`config.mk`:
```
export PLATFORM = sky130hd
export DESIGN_NAME = cumulative_mean_standard_error
export DESIGN_NICKNAME = d
export VERILOG_FILES = /design/src/sv/cmse_pkg.sv /design/src/sv/cumulative_mean_standard_error.sv
export SDC_FILE = /design/constraint.sdc
export NUM_CORES = 2
export LEC_CHECK = 0
export BUFFER_PORTS_ARGS = -buffer_cell sky130_fd_sc_hd__buf_2
export CAP_MARGIN = 20
export CORE_MARGIN = 4
export CORE_UTILIZATION = 30
export DETAILED_ROUTE_END_ITERATION = 10
export GPL_TIMING_DRIVEN = 0
export MAX_ROUTING_LAYER = met4
export PLACE_DENSITY_LB_ADDON = 0.3
export SYNTH_ARGS = -nofsm -noshare
export SYNTH_HDL_FRONTEND = slang
export SYNTH_SLANG_ARGS = --single-unit
```
`constraint.sdc`:
```
create_clock -name clk -period 13 [get_ports clk]
set_input_delay 1.3 -clock clk [delete_from_list [all_inputs] [get_ports clk]]
set_output_delay 1.3 -clock clk [all_outputs]
set_load 0.005 [all_outputs]
```
`src/sv/cmse_pkg.sv`:
```
`timescale 1ns / 1ps
// ----------------------------------------------------------------------------
// Cumulative mean and standard error: shared definitions
// Field widths, the block limit, step counts of the serial units and the
// sequencer state type.
// ----------------------------------------------------------------------------
package cmse_pkg;

	localparam int VALUE_W  = 24;
	localparam int OFFSET_W = 25;
	localparam int ERR_W    = 24;
	localparam int COUNT_W  = 13;
	localparam int SUM_W    = 36;
	localparam int SQSUM_W  = 60;
	localparam int PROD_W   = 2 * VALUE_W;
	localparam int STEP_W   = 6;

	localparam int IN_DATA_W  = 24;
	localparam int OUT_DATA_W = 64;

	localparam logic [COUNT_W-1:0] MAX_BLOCKS = 13'd4096;

	localparam logic [STEP_W-1:0] DIV_LAST  = 6'(SQSUM_W - 1);
	localparam logic [STEP_W-1:0] MUL_LAST  = 6'(VALUE_W - 1);
	localparam logic [STEP_W-1:0] SQRT_LAST = 6'(ERR_W - 1);

	typedef enum logic [3:0] {
		ST_IDLE,
		ST_SQUARE,
		ST_ACCUM,
		ST_DIV_MEAN,
		ST_DIV_MSQ,
		ST_MUL_MEAN,
		ST_DIV_VAR,
		ST_SQRT,
		ST_DONE
	} state_t;

	typedef struct packed {
		logic in_ready;
		logic load_out;
		logic step_mul;
		logic step_div;
		logic step_sqrt;
	} ctrl_t;

endpackage

```
`src/sv/cumulative_mean_standard_error.sv`:
```
`timescale 1ns / 1ps
// ----------------------------------------------------------------------------
// Cumulative mean and standard error of block averages
// Accumulates block averages and reports the running mean offset and its
// statistical error, computed with bit-serial arithmetic units.
// ----------------------------------------------------------------------------
// Usage:
// Each input beat on s_axis carries one signed Q8.16 block average in tdata
// and the start-of-series flag in tuser. Each input beat yields exactly one
// output beat on m_axis carrying the mean offset, the standard error and the
// block count in tdata and the dropped flag in tuser.
// The reference value is written through cfg_we and cfg_wdata; the user must
// write it only while idle, since the block itself has no guard for it.
// One item is processed at a time. A serial shift-add multiplier squares the
// value, a restoring divider producing one quotient bit per cycle forms the
// mean and the mean square, the multiplier squares the mean, the divider
// scales the variance and a serial square root takes in two radicand bits
// per cycle. When the count is one, the squaring of the mean, the variance
// division and the square root are skipped. The next input beat is taken
// once the result is loaded into the result register. The result register
// holds one beat, so a new item is accepted while the previous result waits;
// a stalled receiver holds the block only when a second result is finished.
// Reset clears the count, the sums and the reference value.
module cumulative_mean_standard_error (
	input  logic                                  clk,
	input  logic                                  arst_n,
	input  logic                                  cfg_we,
	input  logic [cmse_pkg::VALUE_W-1:0]          cfg_wdata,
	input  logic                                  s_axis_tvalid,
	output logic                                  s_axis_tready,
	// block_value [23:0]
	input  logic [cmse_pkg::IN_DATA_W-1:0]        s_axis_tdata,
	// start_series [0]
	input  logic [0:0]                            s_axis_tuser,
	output logic                                  m_axis_tvalid,
	input  logic                                  m_axis_tready,
	// mean_offset [24:0], std_error [48:25], blocks_seen [61:49], zero [63:62]
	output logic [cmse_pkg::OUT_DATA_W-1:0]       m_axis_tdata,
	// dropped [0]
	output logic [0:0]                            m_axis_tuser
);

	localparam int VW = cmse_pkg::VALUE_W;
	localparam int CW = cmse_pkg::COUNT_W;
	localparam int SW = cmse_pkg::SUM_W;
	localparam int QW = cmse_pkg::SQSUM_W;
	localparam int PW = cmse_pkg::PROD_W;
	localparam int EW = cmse_pkg::ERR_W;
	localparam int OW = cmse_pkg::OFFSET_W;

	cmse_pkg::state_t state_q, state_nx;
	cmse_pkg::ctrl_t  ctrl;

	logic [VW-1:0]            ref_q;
	logic [CW-1:0]            count_q;
	logic signed [SW-1:0]     sum_q;
	logic [QW-1:0]            sqsum_q;

	logic                     start_q;
	logic signed [VW-1:0]     value_q;
	logic                     drop_q;
	logic                     neg_q;
	logic signed [VW-1:0]     mean_q;
	logic [PW-2:0]            meansq_q;
	logic [EW-1:0]            err_q;
	logic [cmse_pkg::STEP_W-1:0] step_q;

	logic [VW-1:0]            mul_a_q;
	logic [PW-1:0]            prod_q;
	logic [QW-1:0]            dvd_q;
	logic [CW:0]              rem_q;
	logic [CW-1:0]            div_q;
	logic [EW+2:0]            srem_q;
	logic [EW-1:0]            root_q;

	logic                     m_valid_q;
	logic [OW-1:0]            out_offset_q;
	logic [EW-1:0]            out_err_q;
	logic [CW-1:0]            out_count_q;
	logic                     out_drop_q;

	logic                     out_free;
	logic                     step_end;
	logic                     in_fire;

	logic [VW-1:0]            in_abs;
	logic [CW-1:0]            base_count;
	logic signed [SW-1:0]     base_sum;
	logic [QW-1:0]            base_sqsum;
	logic                     full;
	logic [CW-1:0]            new_count;
	logic signed [SW-1:0]     new_sum;
	logic [QW-1:0]            new_sqsum;
	logic [SW-1:0]            new_sum_abs;

	logic [VW:0]              mul_sum;
	logic [CW:0]              rem_sh;
	logic                     div_ge;
	logic [EW+2:0]            srem_sh;
	logic [EW+2:0]            trial;
	logic                     sqrt_ge;

	logic [VW-1:0]            mean_abs;
	logic signed [PW:0]       var_diff;
	logic [PW-1:0]            var_val;
	logic signed [OW-1:0]     offset_val;

	assign out_free = !m_valid_q || m_axis_tready;
	assign in_fire  = s_axis_tvalid && ctrl.in_ready;

	always_comb begin
		case (state_q)
			cmse_pkg::ST_SQUARE:   step_end = (step_q == cmse_pkg::MUL_LAST);
			cmse_pkg::ST_MUL_MEAN: step_end = (step_q == cmse_pkg::MUL_LAST);
			cmse_pkg::ST_DIV_MEAN: step_end = (step_q == cmse_pkg::DIV_LAST);
			cmse_pkg::ST_DIV_MSQ:  step_end = (step_q == cmse_pkg::DIV_LAST);
			cmse_pkg::ST_DIV_VAR:  step_end = (step_q == cmse_pkg::DIV_LAST);
			cmse_pkg::ST_SQRT:     step_end = (step_q == cmse_pkg::SQRT_LAST);
			default:               step_end = 1'b0;
		endcase
	end

	always_comb begin
		state_nx = state_q;
		case (state_q)
			cmse_pkg::ST_IDLE: begin
				if (s_axis_tvalid) state_nx = cmse_pkg::ST_SQUARE;
			end
			cmse_pkg::ST_SQUARE: begin
				if (step_end) state_nx = cmse_pkg::ST_ACCUM;
			end
			cmse_pkg::ST_ACCUM: begin
				state_nx = cmse_pkg::ST_DIV_MEAN;
			end
			cmse_pkg::ST_DIV_MEAN: begin
				if (step_end) state_nx = cmse_pkg::ST_DIV_MSQ;
			end
			cmse_pkg::ST_DIV_MSQ: begin
				if (step_end) begin
					state_nx = (count_q == CW'(1)) ? cmse_pkg::ST_DONE
						: cmse_pkg::ST_MUL_MEAN;
				end
			end
			cmse_pkg::ST_MUL_MEAN: begin
				if (step_end) state_nx = cmse_pkg::ST_DIV_VAR;
			end
			cmse_pkg::ST_DIV_VAR: begin
				if (step_end) state_nx = cmse_pkg::ST_SQRT;
			end
			cmse_pkg::ST_SQRT: begin
				if (step_end) state_nx = cmse_pkg::ST_DONE;
			end
			cmse_pkg::ST_DONE: begin
				if (out_free) state_nx = cmse_pkg::ST_IDLE;
			end
			default: state_nx = cmse_pkg::ST_IDLE;
		endcase
	end

	always_comb begin
		ctrl = '0;
		case (state_q)
			cmse_pkg::ST_IDLE:     ctrl.in_ready  = 1'b1;
			cmse_pkg::ST_SQUARE:   ctrl.step_mul  = 1'b1;
			cmse_pkg::ST_MUL_MEAN: ctrl.step_mul  = 1'b1;
			cmse_pkg::ST_DIV_MEAN: ctrl.step_div  = 1'b1;
			cmse_pkg::ST_DIV_MSQ:  ctrl.step_div  = 1'b1;
			cmse_pkg::ST_DIV_VAR:  ctrl.step_div  = 1'b1;
			cmse_pkg::ST_SQRT:     ctrl.step_sqrt = 1'b1;
			cmse_pkg::ST_DONE:     ctrl.load_out  = out_free;
			default:               ctrl = '0;
		endcase
	end

	// Accumulator update, applied once the square of the value is ready.
	always_comb begin
		in_abs      = s_axis_tdata[VW-1] ? VW'(-s_axis_tdata[VW-1:0]) : s_axis_tdata[VW-1:0];
		base_count  = start_q ? '0 : count_q;
		base_sum    = start_q ? '0 : sum_q;
		base_sqsum  = start_q ? '0 : sqsum_q;
		full        = (base_count >= cmse_pkg::MAX_BLOCKS);
		new_count   = full ? base_count : base_count + CW'(1);
		new_sum     = full ? base_sum : base_sum + SW'(value_q);
		new_sqsum   = full ? base_sqsum : base_sqsum + QW'(prod_q);
		new_sum_abs = new_sum[SW-1] ? SW'(-new_sum) : SW'(new_sum);
	end

	// One step of each serial unit.
	always_comb begin
		mul_sum = {1'b0, prod_q[PW-1:VW]} + (prod_q[0] ? {1'b0, mul_a_q} : '0);
		rem_sh  = {rem_q[CW-1:0], dvd_q[QW-1]};
		div_ge  = (rem_sh >= {1'b0, div_q});
		srem_sh = {srem_q[EW:0], dvd_q[PW-1:PW-2]};
		trial   = {1'b0, root_q, 2'b01};
		sqrt_ge = (srem_sh >= trial);
	end

	// The variance is taken on the last multiplier step, from the finished product.
	always_comb begin
		mean_abs   = mean_q[VW-1] ? VW'(-mean_q) : VW'(mean_q);
		var_diff   = signed'({2'b00, meansq_q}) - signed'({1'b0, mul_sum, prod_q[VW-1:1]});
		var_val    = var_diff[PW] ? '0 : var_diff[PW-1:0];
		offset_val = OW'(mean_q) - OW'(signed'(ref_q));
	end

	always_ff @(posedge clk or negedge arst_n) begin
		if (!arst_n) begin
			state_q   <= cmse_pkg::ST_IDLE;
			ref_q     <= '0;
			count_q   <= '0;
			sum_q     <= '0;
			sqsum_q   <= '0;
			m_valid_q <= 1'b0;
		end else begin
			state_q <= state_nx;
			if (cfg_we) ref_q <= cfg_wdata;
			if (state_q == cmse_pkg::ST_ACCUM) begin
				count_q <= new_count;
				sum_q   <= new_sum;
				sqsum_q <= new_sqsum;
			end
			if (ctrl.load_out) begin
				m_valid_q <= 1'b1;
			end else if (m_axis_tready) begin
				m_valid_q <= 1'b0;
			end
		end
	end

	always_ff @(posedge clk) begin
		if (ctrl.step_mul || ctrl.step_div || ctrl.step_sqrt) begin
			step_q <= step_end ? '0 : step_q + 1'b1;
		end
		if (ctrl.step_mul) begin
			prod_q <= {mul_sum, prod_q[VW-1:1]};
		end
		if (ctrl.step_div) begin
			if ((state_q == cmse_pkg::ST_DIV_MEAN) && step_end) begin
				dvd_q <= sqsum_q;
				rem_q <= '0;
			end else begin
				rem_q <= div_ge ? rem_sh - {1'b0, div_q} : rem_sh;
				dvd_q <= {dvd_q[QW-2:0], div_ge};
			end
		end
		if (ctrl.step_sqrt) begin
			srem_q <= sqrt_ge ? srem_sh - trial : srem_sh;
			root_q <= {root_q[EW-2:0], sqrt_ge};
			dvd_q  <= {dvd_q[QW-3:0], 2'b00};
		end

		case (state_q)
			cmse_pkg::ST_IDLE: begin
				if (in_fire) begin
					start_q <= s_axis_tuser[0];
					value_q <= s_axis_tdata[VW-1:0];
					mul_a_q <= in_abs;
					prod_q  <= {{VW{1'b0}}, in_abs};
					step_q  <= '0;
					err_q   <= '0;
				end
			end
			cmse_pkg::ST_ACCUM: begin
				drop_q <= full;
				neg_q  <= new_sum[SW-1];
				dvd_q  <= QW'(new_sum_abs);
				div_q  <= new_count;
				rem_q  <= '0;
			end
			cmse_pkg::ST_MUL_MEAN: begin
				if (step_end) begin
					dvd_q <= QW'(var_val);
					div_q <= count_q - CW'(1);
					rem_q <= '0;
				end
			end
			cmse_pkg::ST_DIV_VAR: begin
				if (step_end) begin
					srem_q <= '0;
					root_q <= '0;
				end
			end
			cmse_pkg::ST_SQRT: begin
				if (step_end) begin
					err_q <= {root_q[EW-2:0], sqrt_ge};
				end
			end
			default: begin
			end
		endcase

		// Mean square and the square of the mean need their own capture points.
		if ((state_q == cmse_pkg::ST_DIV_MSQ) && step_end) begin
			meansq_q <= {dvd_q[PW-3:0], div_ge};
			mul_a_q  <= mean_abs;
			prod_q   <= {{VW{1'b0}}, mean_abs};
		end
		if ((state_q == cmse_pkg::ST_DIV_MEAN) && step_end) begin
			mean_q <= neg_q ? VW'(-{dvd_q[VW-2:0], div_ge}) : {dvd_q[VW-2:0], div_ge};
		end

		if (ctrl.load_out) begin
			out_offset_q <= offset_val;
			out_err_q    <= err_q;
			out_count_q  <= count_q;
			out_drop_q   <= drop_q;
		end
	end

	assign s_axis_tready = ctrl.in_ready;
	assign m_axis_tvalid = m_valid_q;
	assign m_axis_tdata  = {2'b00, out_count_q, out_err_q, out_offset_q};
	assign m_axis_tuser  = out_drop_q;

endmodule

```
==> summary by stage <==
Run status
The run finished with clean final reports.

Place
The port buffer count is 117. Before CTS, the worst setup slack after placement is approximately 6.5 ns. The placed instances occupy a cell area of around 39000 µm². The post-DP HPWL is 98700 µm.

The weighted congestion at the end of routability-driven global placement is just under 1.

Worst setup path
For the worst flop-to-flop path, the logic depth is 14. The worst setup path is of the reg2reg kind. Along the worst path, the maximum fanout reaches 10.

STA classifies the critical path startpoint as a flip-flop. The critical path data required time is 13.50 ns. Data arrives at the worst endpoint at 7.34 ns.

STA classifies the critical path endpoint as a flip-flop. Setup slack on the worst reg-to-reg path comes out at approximately 6 ns.

CTS
The deepest level of the CTS H-tree is 3. The TritonCTS clock tree is yes. The number of gates resized after CTS is 0. The clock network latency to the later pin of the worst-skew pair is 0.64 ns.

Buffers inserted during clock tree synthesis total 67. The clock tree buffer depth is 3. The total of hold buffers inserted after clock tree synthesis is 0.

The clock sink total is 536. The setup fix buffers added after clock tree synthesis is 0. The cell sitting at the root of the clock tree is a sky130_fd_sc_hd__clkbuf_16.

The clock transition at the registers of the reported paths is 0.07 ns.

Die
The total area inside the core boundary comes to between 100000 and 150000 µm². After floorplanning, the core was divided into 126 placement rows. For this configuration, the core starts out at a cell density of 0.303. From bottom edge to top edge, the die measures 354 µm. The floorplan die area is 125000 µm². The die is 354 µm wide. The I/O pin total is 121.

STA
The number of slew-limit violations in the final report is 0. The achievable frequency is 0.146 GHz. Setup repair after global routing left no endpoint under its margin. The number of endpoints with negative hold slack in the final report is 0. The worst pin sits at a relative slew slack of 0.198. The post-route fraction of the period consumed by the critical path is 0.526.

Clock skew on the completed layout was measured at 0.0296 ns. Setup violations remaining at the end of the flow were counted as 0. At the pin with the least slew margin, the transition time is roughly 1.2 ns. The time the final worst path needs with I/O delays and setup is 6.84 ns. Setup slack on the critical path of the routed design comes to 6.16 ns. Adding up every negative setup slack in the final design gives 0 ns.

Global routing
The initial antenna violation count is 5. The number of global-route vias before repair is 30700. Across every metal layer, demand over resource in global routing totals 0.203. The final global-route overflow total is 0. Entering global routing, the biggest net connects between 70 and 80 pins. The first global-routing pass estimated 192000 µm of wire.

Logic synthesis
The dominant combinational cell family by area after synthesis is compound AO/OA/AOI/OAI gates. The cell area that synthesis handed to floorplanning was 35900 µm². The area fraction in compound gates after synthesis is 0.218.

For this run, the leading register cell type out of synthesis is sky130_fd_sc_hd__edfxtp_1. The library cell with the largest summed area after synthesis is sky130_fd_sc_hd__edfxtp_1. The mean cell area of the mapped netlist is 8.67 µm². The post-synthesis mux area share is 0.0342. Sorting the synthesized cells by area gives the leading types as sky130_fd_sc_hd__edfxtp_1 19%, sky130_fd_sc_hd__dfxtp_1 9.8%, sky130_fd_sc_hd__dfrtp_1 9.6%. Of the total synthesized cell area, the portion taken by AND, OR, NAND and NOR gates is 0.172. The area share of the leading cell type in the synthesized netlist is 0.186.

The register area share after synthesis is 0.380. Synthesis instantiated 98 different standard cells from the library. During synthesis, Yosys emitted a total of 0 warnings.

The count of flip-flops with a built-in enable after synthesis is around 220. The synthesis-stage register bit count is approximately 540. The number of instances in the synthesized netlist is a little over 4000. Of all flip-flops after synthesis, the portion carrying an async set or reset was 0.257. The adder and majority gate portion of the synthesized area is 0.0818.

Of the total synthesized cell area, the portion taken by XOR and XNOR cells is 0.0703.

Power and ir drop
The leakage power is 16.7 nW. The worst-case IR drop observed on VDD is 97.9 µV. The power per cell area is between 200 and 250 nW/µm².

Finish
The filler cell count is 12300. The fraction of final layout cells sized beyond drive strength 1 is 0.0731. The area used by multi-input combinational logic is 20700 µm². The most common cell after layout, fill and taps aside is sky130_fd_sc_hd__nand2_1. Registers take 13600 µm². The area added between synthesis and finish is 14.2%.

The final instance area is 41000 µm². The number of nets in the layout is roughly 4600. In the layout the commonest cells are 464 x sky130_fd_sc_hd__nand2_1, 346 x sky130_fd_sc_hd__a21oi_1, 342 x sky130_fd_sc_hd__o21ai_0, 332 x sky130_fd_sc_hd__nor2_1, 225 x sky130_fd_sc_hd__ha_1.

Route
The average wire per standard cell is 21.3 µm. After the first detailed-routing iteration, the DRC count stood at between 3000 and 4000. The first detailed-routing pass ran for 7 iterations. Detailed routing inserted a total of ~32000 vias.

The number of vias per cell is 5.37. The number of nets still failing antenna checks after routing is 0. The total routed wirelength is ~130000 µm.

For this run, design rule violations remaining after detail routing come to 0.

Hold path
Counting instances, the worst hold path has a depth of 0. The path class of the tightest hold or removal check is reg2reg.

Job
The number of maximum-capacitance constraint violations is 0.
==> final timing paths <==
check / start / to
worst max-delay path: count_q[12] / dvd_q[32]
worst min-delay path: err_q[13] / out_err_q[13]
worst max register to register: count_q[12] / dvd_q[32]
worst min register to register: err_q[13] / out_err_q[13]
max in group asynchronous: arst_n / sqsum_q[38]
min in group asynchronous: arst_n / ref_q[22]
==> sequential cells by signal (all words and copies together) (netlist names), 25 cells and up <==
| register | count |
|---|---|
| sqsum_q | 60 |
| sum_q | 36 |
| dvd_q | 60 |
| meansq_q | 47 |
| out_offset_q | 25 |
| prod_q | 48 |
| srem_q | 25 |
==> layout make-up <==
| type | count | area share |
|---|---|---|
| diodes | 4 | 0.000244 |
| flip-flops and latches | 536 | 0.333 |
| plain buffers | 209 | 0.0203 |
| clock buffers | 80 | 0.0433 |
| multi-input cells | 3195 | 0.504 |
| clock inverters | 43 | 0.0122 |
| inverters | 202 | 0.0185 |
| repair buffers | 129 | 0.0192 |
| well taps | 1600 | 0.0488 |
==> cells in the mapped netlist (all sizes together), types with 41 or more instances <==
cell	n
a21o	112
nand2b	43
dfrtp	138
o21ai	365
and2	42
xnor2	140
nand3	69
dfxtp	176
a211oi	80
nor2b	110
edfxtp	222
nor2	333
clkbuf	168
a21oi	348
nor3	66
nand2	465
mux2i	117
xor2	148
inv	199
ha	225
buf	41
==> where the power goes <==
group	internal (mW)	leakage [nW]	switching (mW)	total, mW
registers	2.21	5.22	0.440	2.65
logic	1.77	10.4	2.78	4.55
clock network	1.18	1.12	0.808	1.99
total	5.16	16.7	4.03	9.19
==> cell families after synthesis <==
family	Yosys count
XOR/XNOR	288
buffers and inverters	411
flip-flops	536
AND/OR/NAND/NOR	1307
AO/OA/AOI/OAI	1245
multiplexers	122
adder cells (fa/ha/maj)	231
other	1
==> critical path: stages, from the launching register on <==
cell and delay (ns):
sky130_fd_sc_hd__dfrtp_1 0.76, sky130_fd_sc_hd__nand2b_1 0.19, sky130_fd_sc_hd__clkinv_1 0.28, sky130_fd_sc_hd__clkbuf_1 0.50
sky130_fd_sc_hd__clkbuf_1 0.60, sky130_fd_sc_hd__clkbuf_1 0.49, sky130_fd_sc_hd__clkbuf_1 0.94, sky130_fd_sc_hd__mux2i_1 0.84
sky130_fd_sc_hd__ha_1 0.35, sky130_fd_sc_hd__nand4_1 0.18, sky130_fd_sc_hd__nor3b_2 0.51, sky130_fd_sc_hd__nor3b_4 0.42
sky130_fd_sc_hd__a31oi_1 0.15, sky130_fd_sc_hd__xor2_1 0.41, sky130_fd_sc_hd__o21ai_1 0.10
==> layer usage <==
layer  GRT usage  up-vias  wire, µm  part of all wire
met2       0.318     1124     57700              0.45
met5           -        -         0                 0
met4      0.0527        0      3430             0.027
met1       0.273    15600     57300              0.45
li1            -    15300         -                 -
met3      0.0324      191      9210             0.072
==> metrics by stage <==
step,utilization,std cells,hold WS [ns],power (mW)
final,0.346,5998,0.419,9.19
after global routing,0.346,5996,0.425,9.81
after CTS,0.346,5991,0.417,9.13
after detailed placement,0.327,5868,0.405,7.11
after global placement,0.325,5859,0.402,7.06
after floorplan,-,4142,0.400,5.81
Power figures use the tool's default switching activity.
